`src/design/assert_macros.svh`:
```
// ----------------------------------------------------------------------------
// Assertion macros
// Shared concurrent assertion forms for the polygon clipper.
// ----------------------------------------------------------------------------
`ifndef ASSERT_MACROS_SVH
`define ASSERT_MACROS_SVH

// same-cycle implication, disabled in reset
`define PCC_ASSERT_IMPL(lbl, clk, rst_n, ante, cons, msg) \
    lbl: assert property (@(posedge clk) disable iff (!rst_n) (ante) |-> (cons)) \
        else $error(msg);

// next-cycle implication, disabled in reset
`define PCC_ASSERT_NEXT(lbl, clk, rst_n, ante, cons, msg) \
    lbl: assert property (@(posedge clk) disable iff (!rst_n) (ante) |=> (cons)) \
        else $error(msg);

`endif

```
`src/design/pcc_pkg.sv`:
```
// ----------------------------------------------------------------------------
// pcc_pkg
// Types, sizes and helpers shared by the convex polygon clipper.
// ----------------------------------------------------------------------------
package pcc_pkg;

    localparam int MAX_SUBJECT = 16;
    localparam int MAX_CLIP    = 16;
    localparam int MAX_WORK    = 32;
    localparam int FRAC_BITS   = 16;
    localparam int PROJ_SHIFT  = 2;

    localparam int WQ_DEPTH = 2 * MAX_WORK;
    localparam int WQ_CW    = $clog2(WQ_DEPTH + 1);
    localparam int CQ_CW    = $clog2(MAX_CLIP + 1);
    localparam int SUB_CW   = $clog2(MAX_SUBJECT + 1);
    localparam int WORK_CW  = $clog2(MAX_WORK + 1);
    localparam int DIV_CW   = $clog2(FRAC_BITS + 1);

    localparam int COORD_W = 32;
    localparam int DIFF_W  = COORD_W + 1;
    localparam int DX_W    = DIFF_W - PROJ_SHIFT;
    localparam int SNX_W   = DIFF_W + 1 - PROJ_SHIFT;
    localparam int SNY_W   = DIFF_W - PROJ_SHIFT;
    localparam int M1_W    = DX_W + SNX_W;
    localparam int M2_W    = DX_W + SNY_W;
    localparam int PROJ_W  = 64;
    localparam int MAG_W   = PROJ_W + 1;
    localparam int REM_W   = MAG_W + 1;
    localparam int Q_W     = FRAC_BITS + 1;
    localparam int XP_W    = DIFF_W + Q_W + 1;
    localparam int LIM_W   = 16;

    localparam logic KIND_SUBJECT = 1'b0;
    localparam logic KIND_CLIP    = 1'b1;

    typedef enum logic [0:0] {
        CFG_INSIDE_SIDE = 1'b0,
        CFG_DEGEN_LIMIT = 1'b1
    } t_cfg_idx;

    typedef struct packed {
        logic signed [COORD_W-1:0] x;
        logic signed [COORD_W-1:0] y;
    } t_vtx;

    typedef struct packed {
        logic clear;
        logic pop;
        logic push;
    } t_q_ctl;

    typedef enum logic [4:0] {
        S_IDLE,
        S_START,
        S_EDGE,
        S_CHECK,
        S_PA,
        S_PB,
        S_PC,
        S_POP,
        S_DECIDE,
        S_DIV,
        S_XMUL,
        S_XADD,
        S_PUSHCUR,
        S_NEXT,
        S_EMPTY,
        S_EMIT_LOAD,
        S_EMIT_WAIT
    } t_state;

    function automatic logic [MAG_W-1:0] mag_w(input logic signed [MAG_W-1:0] v);
        return v[MAG_W-1] ? MAG_W'(-v) : MAG_W'(v);
    endfunction

endpackage

```
`src/design/pcc_frac_div.sv`:
```
// ----------------------------------------------------------------------------
// pcc_frac_div
// Restoring fraction divider: num/den as an unsigned fraction, one bit a cycle.
// ----------------------------------------------------------------------------
module pcc_frac_div import pcc_pkg::*; (
    input  logic             i_clk,
    input  logic             i_rst_n,
    input  logic             i_start,
    input  logic [MAG_W-1:0] i_num,
    input  logic [MAG_W-1:0] i_den,
    output logic             o_done,
    output logic [Q_W-1:0]   o_q
);

    logic              r_busy;
    logic [DIV_CW-1:0] r_cnt;
    logic [REM_W-1:0]  r_rem;
    logic [MAG_W-1:0]  r_den;
    logic [Q_W-1:0]    r_q;
    logic [REM_W-1:0]  two_c;
    logic              ge_c;

    assign two_c  = {r_rem[REM_W-2:0], 1'b0};
    assign ge_c   = two_c >= {1'b0, r_den};
    assign o_done = r_busy && (r_cnt == '0);
    assign o_q    = r_q;

    always_ff @(posedge i_clk) begin
        if (!i_rst_n) begin
            r_busy <= 1'b0;
            r_cnt  <= '0;
        end else if (i_start) begin
            r_busy <= 1'b1;
            r_cnt  <= (i_num >= i_den) ? '0 : DIV_CW'(FRAC_BITS);
        end else if (o_done) begin
            r_busy <= 1'b0;
        end else if (r_busy) begin
            r_cnt <= r_cnt - 1'b1;
        end
    end

    always_ff @(posedge i_clk) begin
        if (i_start) begin
            r_rem <= {1'b0, i_num};
            r_den <= i_den;
            r_q   <= (i_num >= i_den) ? Q_W'(1) << FRAC_BITS : '0;
        end else if (r_busy && (r_cnt != '0)) begin
            r_rem <= ge_c ? two_c - {1'b0, r_den} : two_c;
            r_q   <= {r_q[Q_W-2:0], ge_c};
        end
    end

endmodule

```
`config.mk`:
```
export PLATFORM = sky130hd
export DESIGN_NAME = pcc_frac_div
export DESIGN_NICKNAME = d
export VERILOG_FILES = /design/src/design/assert_macros.svh /design/src/design/pcc_pkg.sv /design/src/design/pcc_frac_div.sv
export SDC_FILE = /design/constraint.sdc
export NUM_CORES = 1
export LEC_CHECK = 0
export ABC_AREA = 1
export BUFFER_PORTS_ARGS = -buffer_cell sky130_fd_sc_hd__clkbuf_2
export CORE_MARGIN = 2
export CORE_UTILIZATION = 55
export CTS_CLUSTER_SIZE = 16
export DETAILED_ROUTE_END_ITERATION = 8
export PLACE_DENSITY_LB_ADDON = 0.15
export SKIP_CTS_REPAIR_TIMING = 1
export SYNTH_ARGS = -nofsm -noshare
export SYNTH_HDL_FRONTEND = slang
export SYNTH_SLANG_ARGS = --single-unit
```
`constraint.sdc`:
```
create_clock -name i_clk -period 4.22 [get_ports i_clk]
set_clock_uncertainty 0.05 [all_clocks]
set_input_delay 0.633 -clock i_clk [delete_from_list [all_inputs] [get_ports i_clk]]
set_output_delay 0.633 -clock i_clk [all_outputs]
set_load 0.01 [all_outputs]
```
After elaboration in Yosys (flattened, before gate mapping)
Index checks and enable logic that the tools add are counted.

$add $sub $neg: 2. Multiplexer cells: 12. Reductions and logical operators: 8. Magnitude comparators: 2. Equality and inequality tests: 1.

Operator list (count): 65-bit two-way mux (3); 66-bit by 65-bit >= comparator with 1-bit output (1); 65-bit >= comparator (1); 65-bit subtractor (1); 17-bit two-way mux (3); 5-bit two-way mux (4); 2-bit nonzero test (3); 5-bit logical NOT (1); 5-bit nonzero test (1); 5-bit by 1-bit subtractor with 5-bit output (second input constant) (1); 1-bit logical AND (2); 1-bit two-way mux (2); 2-bit inequality test (second input constant) (1); 2-bit AND reduction (1).

Word-level logic and storage cells: 30. Input bits: 133. Register bits: 153.

Depth between registers and ports, before layout
Word-level depth: 4. Gate-level depth with buffers: 19. Gate-level depth less buffers: 18.

Least setup slack after synthesis
No wires, ideal clock.

Path kind: flip-flop to flip-flop. From: register r_cnt[0]. To: register r_q[0], in the netlist o_q[0], enable pin. Setup slack: 1221 ps. Required time: 3733 ps. Arrival time: 2512 ps. Clock period less this slack: 2999 ps. Stages on the path, launching flop included: 8. Buffers on the path: 0. Cell sequence: dfxtp_1 -> inv_1 -> ha_1 -> nand3_1 -> nand2_1 -> inv_1 -> nor2_1 -> inv_1.

Word-level cells in the longest chain between the ends: 3.

RTL lines: from (decl) (line pcc_frac_div.sv:16) `logic [DIV_CW-1:0] r_cnt;`; from (signal assigned) (line pcc_frac_div.sv:34) `r_cnt <= (i_num >= i_den) ? '0 : DIV_CW'(FRAC_BITS);`; from (signal assigned) (line pcc_frac_div.sv:38) `r_cnt <= r_cnt - 1'b1;`; 5-bit nonzero test (line pcc_frac_div.sv:47) `end else if (r_busy && (r_cnt != '0)) begin`; 1-bit logical AND (line pcc_frac_div.sv:47); 2-bit nonzero test (no source line); to (signal assigned) (line pcc_frac_div.sv:46) `r_q <= (i_num >= i_den) ? Q_W'(1) << FRAC_BITS : '0;`; to (signal assigned) (line pcc_frac_div.sv:49) `r_q <= {r_q[Q_W-2:0], ge_c};`; to (decl) (line pcc_frac_div.sv:19) `logic [Q_W-1:0] r_q;`.

No other way between the ends. A chain may end at the register's enable or synchronous reset.

Worst setup path after layout
From: register r_rem[3]. To: register r_rem[23], data pin.

Word-level cells in the longest chain between the ends: 4. Elaborated cells between the ends (all ways): 5. Classes of those cells: 1 x add/sub; 1 x order compare; 3 x mux.

RTL lines: from (decl) (line pcc_frac_div.sv:17) `logic [REM_W-1:0] r_rem;`; from (signal assigned) (line pcc_frac_div.sv:44) `r_rem <= {1'b0, i_num};`; from (signal assigned) (line pcc_frac_div.sv:48) `r_rem <= ge_c ? two_c - {1'b0, r_den} : two_c;`; 65-bit subtractor / 66-bit by 65-bit >= comparator with 1-bit output (equally long branches) (line pcc_frac_div.sv:48, pcc_frac_div.sv:24); 65-bit two-way mux * (line pcc_frac_div.sv:48); 65-bit two-way mux * (line pcc_frac_div.sv:47); 65-bit two-way mux * (line pcc_frac_div.sv:43) `if (i_start) begin`.

Mark *: on every way between the ends. The rest lies on a longest branch, timed or not. The select of a mux whose other input is x is not followed.

==> impl_metrics.toml <==
[run_status]
run_status = "finished clean"

[flow_run]
maxCapViolations = 0

[global_route]
first_global_vias = 14600
grt.total_usage_pct = 33.8
grt_antenna_before_repair = 0
grt_max_degree = 97
global_route.overflow_total = 0
grt_first_pass_wirelength_um = 78900

[place]
place_congestion = 1.06
detailed_place.area_um2 = 16800
buffer_ports.inserted = 150
hpwl_um = 41600
dpl_worst_slack_ns = 0.730
place_inst = 2903

[drt]
drtPass1Iterations = 5
drc_errors = 0
route.vias.total = 15000
wl_um = 50500
post_drt_wl_per_cell_um = 17.2
drt-initial-drc-count = 1215
route.antenna.remaining_nets = 0
post_drt_via_cell_ratio = 5.12

[layout]
nNetsFinal = 2804
final_cell_area_um2 = 17400
nFillCells = 2691
syn_to_final_growth_pct = 9.84
finish.cell_count_without_fillers = 2935
drive_gt1_share_pct = 15.4
diodes = 0

[floorplanning]
io-pin-count = 151
core_region_area_um2 = 28500
rows = 62
initial_util_pct = 55.5
die_width_um = 174
die_area_um2 = 30200
die_height_um = 174

[timing]
setup_viol = 0
fmaxAchievable_mhz = 283
tns_ns = 0
final.min_clock_period_ns = 3.54
max-slew-margin-rel_pct = 23.5
final_critical_path_setup_slack_ns = 0.683
report.final.hold_viol_count = 0
grt_setup_unrepaired = "no"
min_period_over_period_pct = 83.8
final_slew_viol_count = 0
worst_pin_slew_ns = 1.15

[logic_synthesis]
post_syn_area_um2 = 15800
post-synth-top-area-fraction_pct = 27.9
synth_top_area_cell = "edfxtp_1"
synth_unique_cells = 40
synth_area_per_cell_um2 = 6.60
synth_area_leaders = "edfxtp_1 28%, nand2_1 20%, inv_1 14%, ha_1 10%, nand3_2 6.6%"
yosysWarningCount = 0
net_count_after_synthesis = 2665
synth_seq_cells = 153
synthCells = 2399
synth_sequential_area_ratio_pct = 28.6

[clock_tree]
tritoncts = "done"
numCtsBuffers = 17
clkSlewWorstSetupHoldPaths_ns = 0.08
clk_latency_ns = 0.47
cts.root.buffer_cell = "clkbuf_16"
h_tree_level_count = 4
cts_max_path_buffers = 2
clock_sinks = 153

[worst_setup_path]
worst_setup_path_end_kind = "register"
cp-start-kind = "register"
r2r_slack_ns = 0.68
r2r_start = "r_rem[3]"
critical_path.max_fanout = 64
worst-r2r-cell-count = 16
worst-endpoint-required_ns = 4.38
rr_endpoint = "r_rem[23]"
critPathArrivalTime_ns = 3.70
kind_of_critical_path = "reg2reg"

[min_path]
hp-start = "i_den[49]"
holdPathEnd = "r_den[49]"
hold_path.class = "in2reg"
number_of_stages_on_the_worst_hold_path = 1

[pwr]
design_power_total_mw = 7.06
power.sequential.fraction_pct = 28.4
sw_share_pct = 45.1
static-leakage-power_nw = 10.0
p_sw_mw = 3.19
combPwrFrac_pct = 49.1
power.ir.vdd_worst_mv = 0.417
power_report.internal_total_mw = 3.88
power.density_cell_area_nw_per_um2 = 406
power_frac_clock_pct = 22.5
==> routing by layer <==
metal	part of all wire (%)	global-route usage, %	vias to the layer above
met5	0	0	-
met4	2.0	8.82	0
met3	5.7	3.84	50
met2	46	56.0	457
met1	46	47.1	6923
li1	-	-	7583
==> worst max-delay path by stage <==
stage / depth (start not counted) / slack, ns / to / from
floorplan: 7 / 1.22 / o_q[0] / r_cnt[0]
global placement: 16 / 0.83 / r_rem[2] / r_rem[3]
detailed placement: 16 / 0.73 / r_rem[23] / r_rem[3]
CTS: 16 / 0.70 / r_rem[23] / r_rem[3]
global route: 16 / 0.52 / r_rem[23] / r_rem[4]
finish: 16 / 0.68 / r_rem[23] / r_rem[3]
==> registers in the layout, summed over array words and instances, names as in the netlist <==
register and cells:
r_cnt 5, r_rem 65, o_q 17, r_den 65, r_busy 1
==> final cells by class <==
type                    instances  area, µm²  share of cell area [%]
clock inverters                14        150                   0.863
multi-input cells            1622       8760                    50.3
clock buffers                  18        429                    2.47
well taps                     384        480                    2.76
flip-flops and latches        153       4530                    26.1
repair buffers                157        843                    4.85
inverters                     587       2200                    12.7
==> power by group through the flow <==
stage,sequential [mW],combinational [mW],clock [mW]
final,2.01,3.47,1.59
after CTS,2.00,3.43,1.59
after global routing,2.02,3.85,1.64
after global placement,2.02,3.34,0
after floorplan,2.02,2.52,0
after detailed placement,2.03,3.41,0
==> cells in the mapped netlist (all sizes together) <==
cell type,number
nand2,924
inv,587
nand3,198
nor2,163
edfxtp,147
ha,132
a21oi,80
xnor2,29
buf,27
nand4,19
nor3,19
o21ai,17
and3,10
clkbuf,10
dfxtp,6
nor4,5
and2,4
nand3b,4
o211ai,4
or2,3
xor2,3
a211oi,2
a21boi,1
a21o,1
fa,1
nor4b,1
o21a,1
o21bai,1
==> cells by family after synthesis <==
group / share of synthesized area, %
adder cells (fa/ha/maj): 10.6
buffers and inverters: 16.1
AND/OR/NAND/NOR: 39.4
flip-flops: 28.6
XOR/XNOR: 1.77
AO/OA/AOI/OAI: 3.56
==> per-stage QoR <==
| step | hold WS [ns] | utilization, % |
|---|---|---|
| after floorplan | 0.395 | - |
| after global placement | 0.405 | 58.9 |
| after detailed placement | 0.411 | 58.9 |
| after CTS | 0.283 | 61.0 |
| after global routing | 0.305 | 61.0 |
| final | 0.301 | 61.0 |
==> critical path, stage by stage (launching register included) <==
cell and delay, ns:
edfxtp_1 0.40, ha_1 0.37, nand2_1 0.13, inv_1 0.05, nand2_1 0.07, nand3_2 0.20, nand2_2 0.12, nand2_2 0.11
nand2_2 0.08, nand2_2 0.10, nand2_1 0.11, nand2_2 0.09, nand2_4 0.08, buf_4 0.83, nand3_2 0.17, nand3_2 0.14
nand2_1 0.06
==> layout by cell type, fill, tap and decap left out, types with 3 or more instances in the layout <==
cell type,count
edfxtp_1,147
nor2_1,148
dfxtp_1,6
buf_12,3
nor2_2,11
xor2_1,3
nand2_1,858
nand3_1,94
o211ai_1,4
nand3b_1,4
inv_8,4
nand3_2,104
nor3_1,16
o21ai_0,16
xnor2_1,29
clkbuf_2,149
clkbuf_16,17
a21oi_1,79
and3_1,10
and2_1,4
inv_6,5
nand2_2,64
nand4_1,19
inv_1,575
ha_1,132
nor2_4,4
buf_4,5
clkinvlp_4,3
inv_2,11
or2_2,3
nor4_1,5
(Power assumes the default switching activity.)
