## config.mk

```make
export PLATFORM = sky130hd
export DESIGN_NAME = pcc_clip_q
export DESIGN_NICKNAME = d
export VERILOG_FILES = /design/src/design/assert_macros.svh /design/src/design/pcc_pkg.sv /design/src/design/pcc_vcell.sv /design/src/design/pcc_clip_q.sv
export SDC_FILE = /design/constraint.sdc
export NUM_CORES = 1
export LEC_CHECK = 0
export BUFFER_PORTS_ARGS = -buffer_cell sky130_fd_sc_hd__buf_2
export CELL_PAD_IN_SITES_DETAIL_PLACEMENT = 0
export CELL_PAD_IN_SITES_GLOBAL_PLACEMENT = 1
export CORE_AREA = 2 2 438 440
export CTS_BUF_LIST = sky130_fd_sc_hd__clkbuf_8 sky130_fd_sc_hd__clkbuf_16
export CTS_CLUSTER_DIAMETER = 40
export DETAILED_ROUTE_END_ITERATION = 10
export DIE_AREA = 0 0 440 442
export PLACE_DENSITY_LB_ADDON = 0.1
export SYNTH_ARGS = -nofsm -noshare
export SYNTH_HDL_FRONTEND = slang
export SYNTH_HIERARCHICAL = 1
export SYNTH_SLANG_ARGS = --single-unit
```

## constraint.sdc

```tcl
create_clock -name i_clk -period 5.9 [get_ports i_clk]
set_input_delay 1.18 -clock i_clk [delete_from_list [all_inputs] [get_ports i_clk]]
set_output_delay 1.18 -clock i_clk [all_outputs]
set_load 0.02 [all_outputs]
```

## src/design/assert_macros.svh

```systemverilog
// ----------------------------------------------------------------------------
// Assertion macros
// Shared concurrent assertion forms for the polygon clipper.
// ----------------------------------------------------------------------------
`ifndef ASSERT_MACROS_SVH
`define ASSERT_MACROS_SVH

// same-cycle implication, disabled in reset
`define PCC_ASSERT_IMPL(lbl, clk, rst_n, ante, cons, msg) \
    lbl: assert property (@(posedge clk) disable iff (!rst_n) (ante) |-> (cons)) \
        else $error(msg);

// next-cycle implication, disabled in reset
`define PCC_ASSERT_NEXT(lbl, clk, rst_n, ante, cons, msg) \
    lbl: assert property (@(posedge clk) disable iff (!rst_n) (ante) |=> (cons)) \
        else $error(msg);

`endif

```

## src/design/pcc_pkg.sv

```systemverilog
// ----------------------------------------------------------------------------
// pcc_pkg
// Types, sizes and helpers shared by the convex polygon clipper.
// ----------------------------------------------------------------------------
package pcc_pkg;

    localparam int MAX_SUBJECT = 16;
    localparam int MAX_CLIP    = 16;
    localparam int MAX_WORK    = 32;
    localparam int FRAC_BITS   = 16;
    localparam int PROJ_SHIFT  = 2;

    localparam int WQ_DEPTH = 2 * MAX_WORK;
    localparam int WQ_CW    = $clog2(WQ_DEPTH + 1);
    localparam int CQ_CW    = $clog2(MAX_CLIP + 1);
    localparam int SUB_CW   = $clog2(MAX_SUBJECT + 1);
    localparam int WORK_CW  = $clog2(MAX_WORK + 1);
    localparam int DIV_CW   = $clog2(FRAC_BITS + 1);

    localparam int COORD_W = 32;
    localparam int DIFF_W  = COORD_W + 1;
    localparam int DX_W    = DIFF_W - PROJ_SHIFT;
    localparam int SNX_W   = DIFF_W + 1 - PROJ_SHIFT;
    localparam int SNY_W   = DIFF_W - PROJ_SHIFT;
    localparam int M1_W    = DX_W + SNX_W;
    localparam int M2_W    = DX_W + SNY_W;
    localparam int PROJ_W  = 64;
    localparam int MAG_W   = PROJ_W + 1;
    localparam int REM_W   = MAG_W + 1;
    localparam int Q_W     = FRAC_BITS + 1;
    localparam int XP_W    = DIFF_W + Q_W + 1;
    localparam int LIM_W   = 16;

    localparam logic KIND_SUBJECT = 1'b0;
    localparam logic KIND_CLIP    = 1'b1;

    typedef enum logic [0:0] {
        CFG_INSIDE_SIDE = 1'b0,
        CFG_DEGEN_LIMIT = 1'b1
    } t_cfg_idx;

    typedef struct packed {
        logic signed [COORD_W-1:0] x;
        logic signed [COORD_W-1:0] y;
    } t_vtx;

    typedef struct packed {
        logic clear;
        logic pop;
        logic push;
    } t_q_ctl;

    typedef enum logic [4:0] {
        S_IDLE,
        S_START,
        S_EDGE,
        S_CHECK,
        S_PA,
        S_PB,
        S_PC,
        S_POP,
        S_DECIDE,
        S_DIV,
        S_XMUL,
        S_XADD,
        S_PUSHCUR,
        S_NEXT,
        S_EMPTY,
        S_EMIT_LOAD,
        S_EMIT_WAIT
    } t_state;

    function automatic logic [MAG_W-1:0] mag_w(input logic signed [MAG_W-1:0] v);
        return v[MAG_W-1] ? MAG_W'(-v) : MAG_W'(v);
    endfunction

endpackage

```

## src/design/pcc_vcell.sv

```systemverilog
// ----------------------------------------------------------------------------
// pcc_vcell
// One vertex cell of a store chain: load a new vertex or take the neighbor's.
// ----------------------------------------------------------------------------
module pcc_vcell import pcc_pkg::*; (
    input  logic i_clk,
    input  logic i_shift,
    input  logic i_load,
    input  t_vtx i_load_vtx,
    input  t_vtx i_next_vtx,
    output t_vtx o_vtx
);

    t_vtx r_vtx;

    always_ff @(posedge i_clk) begin
        if (i_load) begin
            r_vtx <= i_load_vtx;
        end else if (i_shift) begin
            r_vtx <= i_next_vtx;
        end
    end

    assign o_vtx = r_vtx;

endmodule

```

## src/design/pcc_clip_q.sv

```systemverilog
// ----------------------------------------------------------------------------
// pcc_clip_q
// Clip vertex chain: one edge start leaves at cell 0 per edge, cell 1 is next.
// ----------------------------------------------------------------------------
module pcc_clip_q import pcc_pkg::*; (
    input  logic   i_clk,
    input  logic   i_rst_n,
    input  t_q_ctl i_ctl,
    input  t_vtx   i_push_vtx,
    output t_vtx   o_head,
    output t_vtx   o_head1
);

    logic [CQ_CW-1:0] r_count;
    logic [CQ_CW-1:0] base_c;
    logic [CQ_CW-1:0] wr_c;
    t_vtx             cell_q [MAX_CLIP];

    assign base_c = i_ctl.clear ? '0 : r_count;
    assign wr_c   = base_c - CQ_CW'(i_ctl.pop);

    always_ff @(posedge i_clk) begin
        if (!i_rst_n) begin
            r_count <= '0;
        end else begin
            r_count <= wr_c + CQ_CW'(i_ctl.push);
        end
    end

    for (genvar k = 0; k < MAX_CLIP; k++) begin : g_cell
        t_vtx next_c;
        if (k == MAX_CLIP - 1) begin : g_end
            assign next_c = cell_q[k];
        end else begin : g_mid
            assign next_c = cell_q[k+1];
        end
        pcc_vcell u_cell (
            .i_clk      (i_clk),
            .i_shift    (i_ctl.pop),
            .i_load     (i_ctl.push && (wr_c == CQ_CW'(k))),
            .i_load_vtx (i_push_vtx),
            .i_next_vtx (next_c),
            .o_vtx      (cell_q[k])
        );
    end

    assign o_head  = cell_q[0];
    assign o_head1 = cell_q[1];

endmodule

```

-- Yosys cells after proc, flatten, opt, wreduce, memory -nomap -nowiden
Index checks and enable logic that the tools add are counted.
- register bits: 1029
- bits in latches: 0
- memory bits (writable): 0
- memory bits (read-only): 0
- input port bits: 69
- output and inout port bits: 128
- word-level logic and storage cells: 113
- memories kept: 0
- add/subtract/negate cells: 2
- multiply operators: 0
- div/mod/pow operators: 0
- order comparisons: 0
- eq/ne operators: 15
- shift operators: 0
- multiplexer cells: 31
- bitwise gates (word level): 0
- reductions and logical operators: 32
- operators with widths (cell ; number):
    two-way mux 64 bit ; 30
    == test 5 x 4 -> 1 bit (second input constant) ; 8
    nonzero test 2 bit ; 15
    == test 5 x 3 -> 1 bit (second input constant) ; 4
    logical AND 1 bit ; 16
    == test 5 x 2 -> 1 bit (second input constant) ; 2
    adder 5 x 1 -> 5 bit ; 1
    == test 5 x 1 -> 1 bit (second input constant) ; 1
    logical NOT 5 bit ; 1
    two-way mux 5 bit ; 1
    subtractor 5 x 1 -> 5 bit ; 1

-- Depth between registers and ports, before layout
- depth in word-level cells: 5
- mapped depth: 12
- gate-level depth less buffers: 8

-- By module
The synthesis kept the hierarchy.
- by module, submodules not included (module ; instances ; cells an instance ; area an instance (um^2) ; seq. area each (um^2)):
    pcc_vcell ; 16 ; 136 ; 2905.3 ; 1921.8
    pcc_clip_q ; 1 ; 83 ; 611.8 ; 100.1

-- Worst setup path after synthesis
OpenSTA, ideal clock, no wires.
- path type: input-to-reg
- from: input i_ctl[2] (netlist name)
- to: register g_cell[10].u_cell.r_vtx, in the netlist g_cell[10].u_cell/o_vtx[0], enable pin
- setup time: 0.426 ns
- arrival time: 5.038 ns
- data required time: 5.474 ns
- setup slack: 0.437 ns
- cell stages on the path: 12
- buffers on the path: 4
- cells stage by stage: buf_2 > nand2b_1 > ha_1 > ha_1 > buf_6 > or3b_4 > a221oi_4 > nand4_1 > nor3_1 > buf_6 > buf_6 > or2_1
- longest elaborated chain between the ends: 5
- RTL lines (element ; line ; text):
    start, declared ; pcc_clip_q.sv:8 ; input t_q_ctl i_ctl,
    two-way mux 5 bit ; pcc_clip_q.sv:19 ; assign base_c = i_ctl.clear ? '0 : r_count;
    subtractor 5 x 1 -> 5 bit ; pcc_clip_q.sv:20 ; assign wr_c = base_c - CQ_CW'(i_ctl.pop);
    == test 5 x 4 -> 1 bit ; pcc_clip_q.sv:40 ; .i_load (i_ctl.push && (wr_c == CQ_CW'(k))),
    logical AND 1 bit ; pcc_clip_q.sv:40 ;
    nonzero test 2 bit (no line) ; -- ;
    end signal, assigned ; pcc_vcell.sv:18 ; r_vtx <= i_load_vtx;
    end signal, assigned ; pcc_vcell.sv:20 ; r_vtx <= i_next_vtx;
    end, declared ; pcc_vcell.sv:14 ; t_vtx r_vtx;
No other way between the ends.
A chain may end at the register's enable or synchronous reset.

-- Worst setup path in the final report
- from: input i_ctl[2] (netlist name)
- to: register g_cell[7].u_cell.r_vtx, in the netlist g_cell[7].u_cell/o_vtx[13], enable pin
- longest elaborated chain between the ends: 5
- RTL lines (element ; line):
    two-way mux 5 bit ; pcc_clip_q.sv:19
    subtractor 5 x 1 -> 5 bit ; pcc_clip_q.sv:20
    == test 5 x 3 -> 1 bit ; pcc_clip_q.sv:40
    logical AND 1 bit ; pcc_clip_q.sv:40
    nonzero test 2 bit (no line) ; --
    end signal, assigned ; pcc_vcell.sv:18
    end signal, assigned ; pcc_vcell.sv:20
    end, declared ; pcc_vcell.sv:14
No other way between the ends.

==> results by stage <==
Logic synthesis:
- Synthesis inferred 1029 register bits.
- For this run, the number of Yosys warnings is 6.
- The share of synthesized flip-flops with an asynchronous set or reset is 0%.
- Yosys attributes the largest share of cell area to edfxtp_1, mux2_4, mux2_2, buf_6, dfxtp_1.
- Counting distinct cell types in the post-synthesis netlist gives 36.
- The portion of the post-synthesis area used by sequential elements is 65.5%.
- Synthesis produced a netlist with a net count of 2332.
- The fraction of post-synthesis cell area in the top cell type by area is 65.3%.
- The number of flops mapped to enable cells by yosys is 1024.
- Summing every instance area after synthesis gives 47100 um2.
- After synthesis, the most frequently instantiated cells are edfxtp_1, mux2_4, mux2_2, buf_6, buf_2.
- The library cell occupying the most area in the post-synthesis netlist is edfxtp_1.
- The most used flip-flop cell after synthesis is edfxtp_1.
- By instance count, the leading cell after synthesis is edfxtp_1.
- The average cell area after synthesis is 20.8 um2.
- Synthesis handed over a netlist of 2259 instances.

Worst hold path:
- The min-delay analysis places its worst path in the category register to register.
- The instance count along the most critical hold path is 1.

Placed design:
- The number of input and output port buffers inserted is 196.
- The routability-driven placement congestion ratio is 0.690.
- Summed over all nets, the half-perimeter wirelength after detailed placement is 67.7 mm.
- Once placement finished, the instance area stood at 51200 um2.

Route:
- Once detail routing completed, the nets flagged for antenna violations numbered 0.
- The average routed wire per standard cell is 20.0 um.
- The total vias in the final route is 21400.
- The post-route DRC violation count is 0.
- The number of design-rule violations left by the first detailed-router iteration is 962.
- After detailed routing, the total wire length is 107 mm.
- The number of iterations in the first detailed-routing pass is 5.
- The via density per instance is 4.02.

Setup path:
- STA classifies the critical path startpoint as an input port.
- The type of element capturing the critical path is a register.
- In this run the number of cells on the critical path is 10.
- The arrival time at the worst endpoint is 5.16 ns.
- The slowest stage cell on the critical path is nor2_4.
- Traced cell by cell, the critical path runs through buf_2, nand2b_1, ha_1, ha_1, or3b_4, a221oi_4, nand4_1, nor2_4, or2_4, buf_4.
- The startpoint-to-endpoint class of the critical path is input port to register.
- On the critical path the largest part of the delay comes from simple AND/OR/NAND/NOR gates.
- The largest fanout on the critical path is 15.
- The worst-case reg-to-reg path depth is 9.
- STA puts the critical path data required time at 6.38 ns.
- The dominant cell type by count on the critical path is ha_1.
- The count of buffering cells on the critical path with inverters included is 2.
- In this design, the stage delay of the slowest critical-path cell is 0.68 ns.

Floorplanning:
- The x dimension of the die is 440 um.
- The placeable core region is 190000 um2.
- The floorplan has 160 rows.
- During I/O placement, the number of pins put on the boundary was 197.
- The starting utilization of the core area is 24.8%.
- The chip height is 442 um.
- The die covers 194000 um2.

Power and ir drop:
- Dividing total power by cell area gives a power density of 401 nW/um2.
- Summed over all cells, the static leakage comes to 0.0215 uW.
- The worst IR drop on VDD is 0.230 mV.

STA:
- The transition at the pin with the smallest max-transition slack is 0.901 ns.
- Derived from the worst setup path, the maximum achievable clock frequency is 214 MHz.
- The post-route clock period utilization is 79.3%.
- The count of final max-slew check failures is 0.
- The number of hold violations in the final report is 0.
- The worst path in the final design needs a cycle of 4.68 ns, including I/O delays and setup.
- Setup violations remaining at the end of the flow were counted as 0.
- The worst slew margin relative to its limit is 39.9%.
- The final sum of negative setup slack is 0 ns.
- Setup repair after global routing left no endpoint under its margin.
- The post-route clock skew is 0.0455 ns.

Global route:
- The largest net degree at the start of global routing is 65.
- After global routing the overflow that remains totals 0.
- The via count of the first global-routing pass was 23900.
- The number of antenna violations at the first check in global routing came to 11.
- The wire length of the first global-routing pass is 158 mm.
- Global routing consumed, over all layers together, 11.0% of the routing resources.

Clock network:
- The number of sinks on the clock net is 1029.
- The TritonCTS clock tree is built.
- The number of buffers added by the clock tree synthesis step is 215.
- The clock transition at the registers of the reported paths is 0.05 ns.
- The number of post-CTS setup repair buffers is 0.
- The clock passes through at most 3 buffers.
- The hold buffer count at CTS is 0.
- The cell chosen for the clock root is clkbuf_16.
- The clock reaches the later pin of the worst-skew pair after 0.81 ns.
- The number of H-tree levels is 4.
- The number of gates given a new drive strength after cts is 0.

Cells and area:
- Cells fill 30.9% of the core in the end.
- The area used by multi-input combinational logic is 15200 um2.
- Once layout is done, the placed cells without fillers occupy 58600 um2.
- The number of fill cells is 18300.
- The share of layout cells above drive strength 1 is 59.2%.
- The layout overhead on the synthesized area is 24.3%.
- In the final layout, flip-flops and latches occupy 30800 um2.
- The net count of the finished layout is 2703.

Run status:
- The flow ran to the end, and the final reports show no timing, DRC or antenna violations.

Flow run:
- The max-cap check violation count is 0.
-- power by group --
group          total, uW  switching [uW]  internal, uW
Clock              12100            4060          8060
Sequential          9200             209          8990
Combinational       2140             991          1150
-- cells in the final DEF (no fill, tap or decap), types with 3 or more instances in the layout --
cell type and n:
nor3_2 8, or2_4 16, bufinv_16 31, nor2_1 3
nand4_1 4, ha_1 4, nor2_4 8, inv_6 8
buf_12 35, a21oi_1 5, clkinv_1 37, clkinv_16 4
clkbuf_16 219, clkinv_2 37, clkinvlp_4 22, dfxtp_1 5
buf_2 196, mux2_4 784, inv_1 35, nor2b_1 3
diode_2 6, mux2_2 241, buf_4 38, nand2b_1 6
clkinv_4 12, edfxtp_1 1024
-- final cells by class --
cell class	instances	area share [%]
clock buffers	219	9.36
well taps	2511	5.37
repair buffers	269	3.36
multi-input cells	1108	25.9
clock inverters	183	3.23
flip-flops and latches	1029	52.7
diodes	6	0.0256
inverters	7	0.0449
-- routing by layer --
metal	GRT usage, %	up-vias	share of wire, %	wire length (um)
met2	17.7	453	48	50700
met1	14.0	11000	45	48100
met4	4.14	6	2.9	3080
met3	2.80	218	4.5	4790
met5	0	-	0.032	34
li1	-	9777	-	-
-- final timing paths --
kind / start / to / slack, ns
setup reg to reg: r_count[0] / g_cell[7].u_cell/o_vtx[13] / 1.59
hold / removal: g_cell[7].u_cell/o_vtx[31] / g_cell[6].u_cell/o_vtx[31] / 0.50
setup / recovery: i_ctl[2] / g_cell[7].u_cell/o_vtx[13] / 1.22
hold reg to reg: g_cell[7].u_cell/o_vtx[31] / g_cell[6].u_cell/o_vtx[31] / 0.50
-- state kept, by name (all words and copies together), names as in the netlist --
register	flops
g_cell.u_cell/o_vtx	1024
r_count	5
-- cell families after synthesis --
kind of cell	Yosys count	synth area share, %
flip-flops	1029	65.5
multiplexers	1026	30.8
buffers and inverters	122	2.56
AND/OR/NAND/NOR	60	0.736
AO/OA/AOI/OAI	16	0.276
adder cells (fa/ha/maj)	4	0.106
XOR/XNOR	2	0.0372
-- stage by stage --
stage / hold WS [ns] / std cells / total power (uW) / setup WS, ns
after CTS: 0.492 / 5326 / 23900 / 1.26
after global routing: 0.507 / 5329 / 24400 / 1.01
after floorplan: 0.525 / 2259 / 10800 / 0.437
final: 0.503 / 5332 / 23500 / 1.22
after global placement: 0.528 / 4924 / 11500 / 0.357
after detailed placement: 0.533 / 4924 / 11500 / 0.368
-- worst register-to-register path, cell delays in order (launching register included) --
cell	delay, ns
dfxtp_1	0.31
nand2b_1	0.10
ha_1	0.34
ha_1	0.46
or3b_4	0.45
a221oi_4	0.39
nand4_1	0.40
nor2_4	0.68
or2_4	0.50
buf_4	0.35
Power figures use the tool's default switching activity.
