<file path="src/design/assert_macros.svh">
// ----------------------------------------------------------------------------
// Assertion macros
// Shared concurrent assertion forms for the polygon clipper.
// ----------------------------------------------------------------------------
`ifndef ASSERT_MACROS_SVH
`define ASSERT_MACROS_SVH

// same-cycle implication, disabled in reset
`define PCC_ASSERT_IMPL(lbl, clk, rst_n, ante, cons, msg) \
    lbl: assert property (@(posedge clk) disable iff (!rst_n) (ante) |-> (cons)) \
        else $error(msg);

// next-cycle implication, disabled in reset
`define PCC_ASSERT_NEXT(lbl, clk, rst_n, ante, cons, msg) \
    lbl: assert property (@(posedge clk) disable iff (!rst_n) (ante) |=> (cons)) \
        else $error(msg);

`endif

</file>
<file path="src/design/pcc_pkg.sv">
// ----------------------------------------------------------------------------
// pcc_pkg
// Types, sizes and helpers shared by the convex polygon clipper.
// ----------------------------------------------------------------------------
package pcc_pkg;

    localparam int MAX_SUBJECT = 16;
    localparam int MAX_CLIP    = 16;
    localparam int MAX_WORK    = 32;
    localparam int FRAC_BITS   = 16;
    localparam int PROJ_SHIFT  = 2;

    localparam int WQ_DEPTH = 2 * MAX_WORK;
    localparam int WQ_CW    = $clog2(WQ_DEPTH + 1);
    localparam int CQ_CW    = $clog2(MAX_CLIP + 1);
    localparam int SUB_CW   = $clog2(MAX_SUBJECT + 1);
    localparam int WORK_CW  = $clog2(MAX_WORK + 1);
    localparam int DIV_CW   = $clog2(FRAC_BITS + 1);

    localparam int COORD_W = 32;
    localparam int DIFF_W  = COORD_W + 1;
    localparam int DX_W    = DIFF_W - PROJ_SHIFT;
    localparam int SNX_W   = DIFF_W + 1 - PROJ_SHIFT;
    localparam int SNY_W   = DIFF_W - PROJ_SHIFT;
    localparam int M1_W    = DX_W + SNX_W;
    localparam int M2_W    = DX_W + SNY_W;
    localparam int PROJ_W  = 64;
    localparam int MAG_W   = PROJ_W + 1;
    localparam int REM_W   = MAG_W + 1;
    localparam int Q_W     = FRAC_BITS + 1;
    localparam int XP_W    = DIFF_W + Q_W + 1;
    localparam int LIM_W   = 16;

    localparam logic KIND_SUBJECT = 1'b0;
    localparam logic KIND_CLIP    = 1'b1;

    typedef enum logic [0:0] {
        CFG_INSIDE_SIDE = 1'b0,
        CFG_DEGEN_LIMIT = 1'b1
    } t_cfg_idx;

    typedef struct packed {
        logic signed [COORD_W-1:0] x;
        logic signed [COORD_W-1:0] y;
    } t_vtx;

    typedef struct packed {
        logic clear;
        logic pop;
        logic push;
    } t_q_ctl;

    typedef enum logic [4:0] {
        S_IDLE,
        S_START,
        S_EDGE,
        S_CHECK,
        S_PA,
        S_PB,
        S_PC,
        S_POP,
        S_DECIDE,
        S_DIV,
        S_XMUL,
        S_XADD,
        S_PUSHCUR,
        S_NEXT,
        S_EMPTY,
        S_EMIT_LOAD,
        S_EMIT_WAIT
    } t_state;

    function automatic logic [MAG_W-1:0] mag_w(input logic signed [MAG_W-1:0] v);
        return v[MAG_W-1] ? MAG_W'(-v) : MAG_W'(v);
    endfunction

endpackage

</file>
<file path="src/design/pcc_vcell.sv">
// ----------------------------------------------------------------------------
// pcc_vcell
// One vertex cell of a store chain: load a new vertex or take the neighbor's.
// ----------------------------------------------------------------------------
module pcc_vcell import pcc_pkg::*; (
    input  logic i_clk,
    input  logic i_shift,
    input  logic i_load,
    input  t_vtx i_load_vtx,
    input  t_vtx i_next_vtx,
    output t_vtx o_vtx
);

    t_vtx r_vtx;

    always_ff @(posedge i_clk) begin
        if (i_load) begin
            r_vtx <= i_load_vtx;
        end else if (i_shift) begin
            r_vtx <= i_next_vtx;
        end
    end

    assign o_vtx = r_vtx;

endmodule

</file>
<file path="src/design/pcc_work_q.sv">
// ----------------------------------------------------------------------------
// pcc_work_q
// Working vertex queue: a chain of cells, pop at cell 0, push at the fill mark.
// ----------------------------------------------------------------------------
module pcc_work_q import pcc_pkg::*; (
    input  logic   i_clk,
    input  logic   i_rst_n,
    input  t_q_ctl i_ctl,
    input  t_vtx   i_push_vtx,
    output t_vtx   o_head
);

    logic [WQ_CW-1:0] r_count;
    logic [WQ_CW-1:0] n_count;
    logic [WQ_CW-1:0] base_c;
    logic [WQ_CW-1:0] wr_c;
    t_vtx             cell_q [WQ_DEPTH];

    assign base_c  = i_ctl.clear ? '0 : r_count;
    assign wr_c    = base_c - WQ_CW'(i_ctl.pop);
    assign n_count = wr_c + WQ_CW'(i_ctl.push);

    always_ff @(posedge i_clk) begin
        if (!i_rst_n) begin
            r_count <= '0;
        end else begin
            r_count <= n_count;
        end
    end

    for (genvar k = 0; k < WQ_DEPTH; k++) begin : g_cell
        t_vtx next_c;
        if (k == WQ_DEPTH - 1) begin : g_end
            assign next_c = cell_q[k];
        end else begin : g_mid
            assign next_c = cell_q[k+1];
        end
        pcc_vcell u_cell (
            .i_clk      (i_clk),
            .i_shift    (i_ctl.pop),
            .i_load     (i_ctl.push && (wr_c == WQ_CW'(k))),
            .i_load_vtx (i_push_vtx),
            .i_next_vtx (next_c),
            .o_vtx      (cell_q[k])
        );
    end

    assign o_head = cell_q[0];

endmodule

</file>
<file path="config.mk">
export PLATFORM = sky130hd
export DESIGN_NAME = pcc_work_q
export DESIGN_NICKNAME = d
export VERILOG_FILES = /design/src/design/assert_macros.svh /design/src/design/pcc_pkg.sv /design/src/design/pcc_vcell.sv /design/src/design/pcc_work_q.sv
export SDC_FILE = /design/constraint.sdc
export NUM_CORES = 2
export LEC_CHECK = 0
export CORE_MARGIN = 3
export CORE_UTILIZATION = 25
export CTS_BUF_LIST = sky130_fd_sc_hd__clkbuf_4
export DETAILED_ROUTE_END_ITERATION = 16
export DONT_BUFFER_PORTS = 1
export GPL_TIMING_DRIVEN = 0
export MAX_ROUTING_LAYER = met4
export SYNTH_ARGS = -nofsm -noshare
export SYNTH_HDL_FRONTEND = slang
export SYNTH_SLANG_ARGS = --single-unit
</file>
<file path="constraint.sdc">
create_clock -name i_clk -period 11.2 [get_ports i_clk]
set_input_delay 2.24 -clock i_clk [delete_from_list [all_inputs] [get_ports i_clk]]
set_output_delay 2.24 -clock i_clk [all_outputs]
set_load 0.1 [all_outputs]
</file>
Yosys cells after proc, flatten, opt, wreduce, memory -nomap -nowiden
Index checks and enable logic that the tools add are counted.
{"block": "classes", "n_reduce_logical": 128, "n_eq_ne": 63, "n_mux": 127, "add_sub_neg": 2}
{"op": "64-bit two-way mux", "count": 126}
{"op": "7-bit by 6-bit equality test with 1-bit output (second input constant)", "count": 32}
{"op": "2-bit nonzero test", "count": 63}
{"op": "7-bit by 5-bit equality test with 1-bit output (second input constant)", "count": 16}
{"op": "1-bit logical AND", "count": 64}
{"op": "7-bit by 4-bit equality test with 1-bit output (second input constant)", "count": 8}
{"op": "7-bit by 3-bit equality test with 1-bit output (second input constant)", "count": 4}
{"op": "7-bit by 2-bit equality test with 1-bit output (second input constant)", "count": 2}
{"op": "7-bit by 1-bit adder with 7-bit output", "count": 1}
{"op": "7-bit by 1-bit equality test with 1-bit output (second input constant)", "count": 1}
{"op": "7-bit zero test", "count": 1}
{"op": "7-bit two-way mux", "count": 1}
{"op": "7-bit by 1-bit subtractor with 7-bit output", "count": 1}
{"block": "totals", "reg_bits": 4103, "input_bits": 69, "elab_cells": 449, "out_inout_bits": 64}

Longest topological paths before layout
{"block": "logic_depth", "word_depth": 5, "ltp_mapped": 13, "depth_no_buf": 10}

Cells and area by module
From an unflattened synthesis, not the netlist that was laid out.
{"block": "hier_totals", "cells_unflattened": 8908, "hier_area_um2": 187192.0}
{"mod": "pcc_vcell", "area_per_inst_um2": 2905.3, "cells_per_inst": 136, "seq_area_each_um2": 1921.8, "n_inst": 64}
{"mod": "pcc_work_q", "area_per_inst_um2": 1253.7, "cells_per_inst": 204, "seq_area_each_um2": 140.1, "n_inst": 1}

Worst setup path before layout
OpenSTA, ideal clock, no wires.
{"block": "synth_timing", "path_type": "input port to flip-flop", "start": "in i_ctl[2] (netlist name)", "end": "reg g_cell[52].u_cell.r_vtx (netlist bit g_cell[52].u_cell.o_vtx[0]) (enable)", "path_buffers": 4, "setup_ns": 0.433, "slack_ns": 4.509, "t_required_ns": 10.767, "arrival_time_ns": 6.258, "stages": 12, "cell_sequence": "buf_2 -> inv_1 -> nand2_1 -> ha_1 -> or4b_4 -> or4_4 -> a211oi_2 -> buf_6 -> nand3_2 -> buf_6 -> buf_6 -> nand2b_1"}
{"block": "synth_between", "elab_chain_cells": 5}
{"item": "start, declared", "line": "pcc_work_q.sv:8", "rtl": "input t_q_ctl i_ctl,"}
{"item": "7-bit two-way mux", "line": "pcc_work_q.sv:19", "rtl": "assign base_c = i_ctl.clear ? '0 : r_count;"}
{"item": "7-bit by 1-bit subtractor with 7-bit output", "line": "pcc_work_q.sv:20", "rtl": "assign wr_c = base_c - WQ_CW'(i_ctl.pop);"}
{"item": "7-bit by 6-bit equality test with 1-bit output", "line": "pcc_work_q.sv:41", "rtl": ".i_load (i_ctl.push && (wr_c == WQ_CW'(k))),"}
{"item": "1-bit logical AND", "line": "pcc_work_q.sv:41"}
{"item": "2-bit nonzero test (no source line)"}
{"item": "end signal, assigned", "line": "pcc_vcell.sv:18", "rtl": "r_vtx <= i_load_vtx;"}
{"item": "end signal, assigned", "line": "pcc_vcell.sv:20", "rtl": "r_vtx <= i_next_vtx;"}
{"item": "end, declared", "line": "pcc_vcell.sv:14", "rtl": "t_vtx r_vtx;"}
Every way passes these cells.
A chain may end at the register's enable or synchronous reset.

Worst setup path after layout
{"block": "layout_timing", "start": "in i_ctl[2] (netlist name)", "end": "reg g_cell[45].u_cell.r_vtx (netlist bit g_cell[45].u_cell.o_vtx[8]) (enable)"}
{"block": "layout_between", "elab_chain_cells": 5}
{"item": "7-bit two-way mux", "line": "pcc_work_q.sv:19"}
{"item": "7-bit by 1-bit subtractor with 7-bit output", "line": "pcc_work_q.sv:20"}
{"item": "7-bit by 6-bit equality test with 1-bit output", "line": "pcc_work_q.sv:41"}
{"item": "1-bit logical AND", "line": "pcc_work_q.sv:41"}
{"item": "2-bit nonzero test (no source line)"}
{"item": "end signal, assigned", "line": "pcc_vcell.sv:18"}
{"item": "end signal, assigned", "line": "pcc_vcell.sv:20"}
{"item": "end, declared", "line": "pcc_vcell.sv:14"}
Every way passes these cells.

==> summary.md <==
| Metric | Value |
|---|---|
| CP Launch Point | i_ctl[2] |
| Routability cong. | 0.839 |
| Filler instances | 68800 |
| DIE AREA | 0.711 mm2 |
| Clock Path Buffers | 4 |
| Critical path launch point type | primary input |
| Setup violators final | 0 |
| GR Overflow Total | 0 |
| Post-Synthesis Cells | 9291 |
| Antenna viol nets, final | 0 |
| Initial Util | 25.1% |
| Fin util | 28.8% |
| Status | completed |
| Critical path class | primary input to flip-flop |
| Worst-skew pair later-pin latency | 1540 ps |
| Chip Width | 843 um |
| Syn-to-layout area delta | 14.6% |
| Share of cells above drive strength 1 | 52.5% |
| Total Routing Usage GR | 12.6% |
| DR iter-0 viols | 7171 |
| Post-synthesis cell type count | 58 |
| Nets | 10400 |
| VDD IR max | 0.0000747 V |
| Sequential share of the synthesized area | 70.3% |
| Final hold vios | 0 |
| Setup bufs post-CTS | 0 |
| Reg2reg path depth | 10 |
| Clock transition at path regs | 70 ps |
| Worst-margin pin slew | 1380 ps |
| Die H | 843 um |
| Lkg Pwr | 67.5 nW |
| Vias | 87700 |
| Initial antenna violation count | 55 |
| PwrDens | 162 mW/mm2 |
| Syn avg cell area | 18.9 um2 |
| Capturing point of the worst reg2reg path | g_cell[45].u_cell.o_vtx[8] |
| Hold slack | 503 ps |
| IO buf count | 0 |
| FF-to-FF setup slack | 5640 ps |
| Synth async-reset ratio | 0% |
| Post-DR wirelength/cell | 22.3 um |
| Io pins | 133 |
| Setup crit end kind | flip-flop |
| Post-synth EDFFs | 4096 |
| # rows | 306 |
| Drt first pass iters | 5 |
| CP arrival | 7530 ps |
| Fmax | 0.156 GHz |
| Period minus WS final | 6420 ps |
| Worst path required time | 12310 ps |
| Ys flop type | edfxtp_1 |
| Htree depth | 6 |
| RR Startpoint | r_count[0] |
| Commonest non-fill, non-tap cells in the layout | edfxtp_1 (4096), mux2_2 (3701), clkbuf_4 (1354) |
| Worst hold path type | flip-flop to flip-flop |
| TritonCTS Sinks | 4103 |
| First-pass GRT wire length | 650 mm |
| Commonest non-fill, non-tap cell in the layout | edfxtp_1 |
| DRC violations left | 0 |
| Fin. max-slew vios | 0 |
| Tcrit/Tclk final | 57.3% |
| Fin Clk Skew | 107 ps |
| Hold buffer count at CTS | 0 |
| Clk root buf | clkbuf_4 |
| TritonCTS clock tree | yes |
| Setup TNS | 0 ps |
| Syn_nets | 9364 |
| Warnings from Yosys | 0 |
| Synthesized cell area | 0.175 mm2 |
| Post-CTS sizing | 0 |
| Max-Cap Viols | 0 |
| Core area | 0.696 mm2 |
| Drt via density | 4.32 |
| Pin count of the biggest net entering global routing | 65 |
| WL final | 452 mm |
| Yosys reg bits | 4103 |
| CTS Buf Count | 943 |
| Rel. slew slack | 8.00% |
| Vias in the first global route | 89000 |
| Crit path to | g_cell[45].u_cell.o_vtx[8] |
| HPWL Detailed | 311 mm |
| Worst-path fanout max | 39 |
| RSZ-0062 raised after global routing | false |
-- where the power goes --
group / leakage (nW) / internal, mW / switching, mW
logic: 20.4 / 0.875 / 1.21
clock network: 7.00 / 5.92 / 6.07
registers: 40.1 / 18.0 / 0.413
total: 67.5 / 24.8 / 7.69
-- worst min-delay path by stage --
stage / end / from / slack, ps / depth (start not counted)
after floorplan: g_cell[48].u_cell.o_vtx[14] / g_cell[49].u_cell.o_vtx[14] / 510 / 1
after global placement: g_cell[61].u_cell.o_vtx[25] / g_cell[62].u_cell.o_vtx[25] / 520 / 1
after detailed placement: g_cell[61].u_cell.o_vtx[26] / g_cell[62].u_cell.o_vtx[26] / 520 / 1
after CTS: g_cell[58].u_cell.o_vtx[19] / g_cell[59].u_cell.o_vtx[19] / 480 / 1
after global routing: g_cell[58].u_cell.o_vtx[19] / g_cell[59].u_cell.o_vtx[19] / 490 / 1
final: g_cell[61].u_cell.o_vtx[25] / g_cell[62].u_cell.o_vtx[25] / 500 / 1
-- worst max-delay path, stage by stage --
cell and delay, ps:
buf_2 170, inv_1 190, nand2_1 110, ha_1 240, clkbuf_1 230, xnor2_1 750
nand4_1 550, nor2_1 420, buf_1 1040, clkbuf_1 570, or2_4 570, buf_16 290
-- final cells by class --
class	count	area (um2)	share of cell area [%]
multi-input cells	4269	48100	24.0
repair buffers	64	1680	0.835
clock buffers	1354	10200	5.07
well taps	9240	11600	5.76
flip-flops and latches	4103	123000	61.4
plain buffers	911	4240	2.11
clock inverters	307	1670	0.832
diodes	52	130	0.0648
inverters	8	30.0	0.0150
-- metal layers --
| metal | track usage (%) | vias up | routed length [um] |
|---|---|---|---|
| met4 | 3.56 | 0 | 11200 |
| li1 | - | 38700 | - |
| met5 | - | - | 0 |
| met2 | 20.9 | 2623 | 224000 |
| met1 | 15.9 | 45700 | 193000 |
| met3 | 2.07 | 699 | 24000 |
-- Yosys cell counts, types with 2 or more instances --
library cell | instances | area (um2)
a211oi_1 | 3 | 22.5
a21oi_1 | 4 | 20.0
and2_1 | 8 | 50.1
and3_1 | 4 | 25.0
buf_1 | 92 | 345
buf_2 | 189 | 946
buf_4 | 23 | 173
buf_6 | 63 | 709
clkbuf_1 | 544 | 2040
dfxtp_1 | 7 | 140
edfxtp_1 | 4096 | 123000
ha_1 | 4 | 50.1
inv_1 | 7 | 26.3
mux2_1 | 109 | 1230
mux2_2 | 3701 | 41700
mux2_4 | 223 | 3350
nand2_1 | 14 | 52.6
nand2b_1 | 28 | 175
nand3_1 | 13 | 65.1
nand3_2 | 8 | 80.1
nand4_1 | 5 | 31.3
nor2_1 | 27 | 101
nor2b_1 | 4 | 25.0
nor3_1 | 15 | 75.1
nor3b_1 | 5 | 37.5
nor3b_2 | 3 | 37.5
o2111ai_1 | 2 | 17.5
o211ai_1 | 4 | 30.0
o21ai_0 | 7 | 35.0
o2bb2ai_1 | 2 | 17.5
o311a_1 | 2 | 20.0
o311ai_0 | 2 | 17.5
or2_2 | 38 | 238
or3_1 | 9 | 56.3
xnor2_1 | 3 | 26.3
-- sequential cells by signal, indices dropped and copies added, names as in the netlist --
name / count
g_cell.u_cell.o_vtx: 4096
r_count: 7
-- stage by stage --
stage | instance area, um2 | power [mW] | setup slack (ps) | cells
2_1_floorplan | 175000 | 20.0 | 4510 | 9291
3_3_place_gp | 187000 | 20.8 | 986 | 18500
3_5_place_dp | 189000 | 20.9 | 3400 | 18600
4_1_cts | 201000 | 32.9 | 5030 | 20300
5_1_grt | 201000 | 33.8 | 4690 | 20300
6_report | 201000 | 32.5 | 4780 | 20300
-- kinds of logic after synthesis --
group / count (synthesis) / share of synthesized area, %
compound gates: 38 / 0.168
xor+xnor: 4 / 0.0200
flops: 4103 / 70.3
mux: 4033 / 26.4
simple gates: 190 / 0.649
fa+ha+maj: 4 / 0.0286
buf+inv: 919 / 2.42
Note: power is estimated with default switching activity, not from simulation.
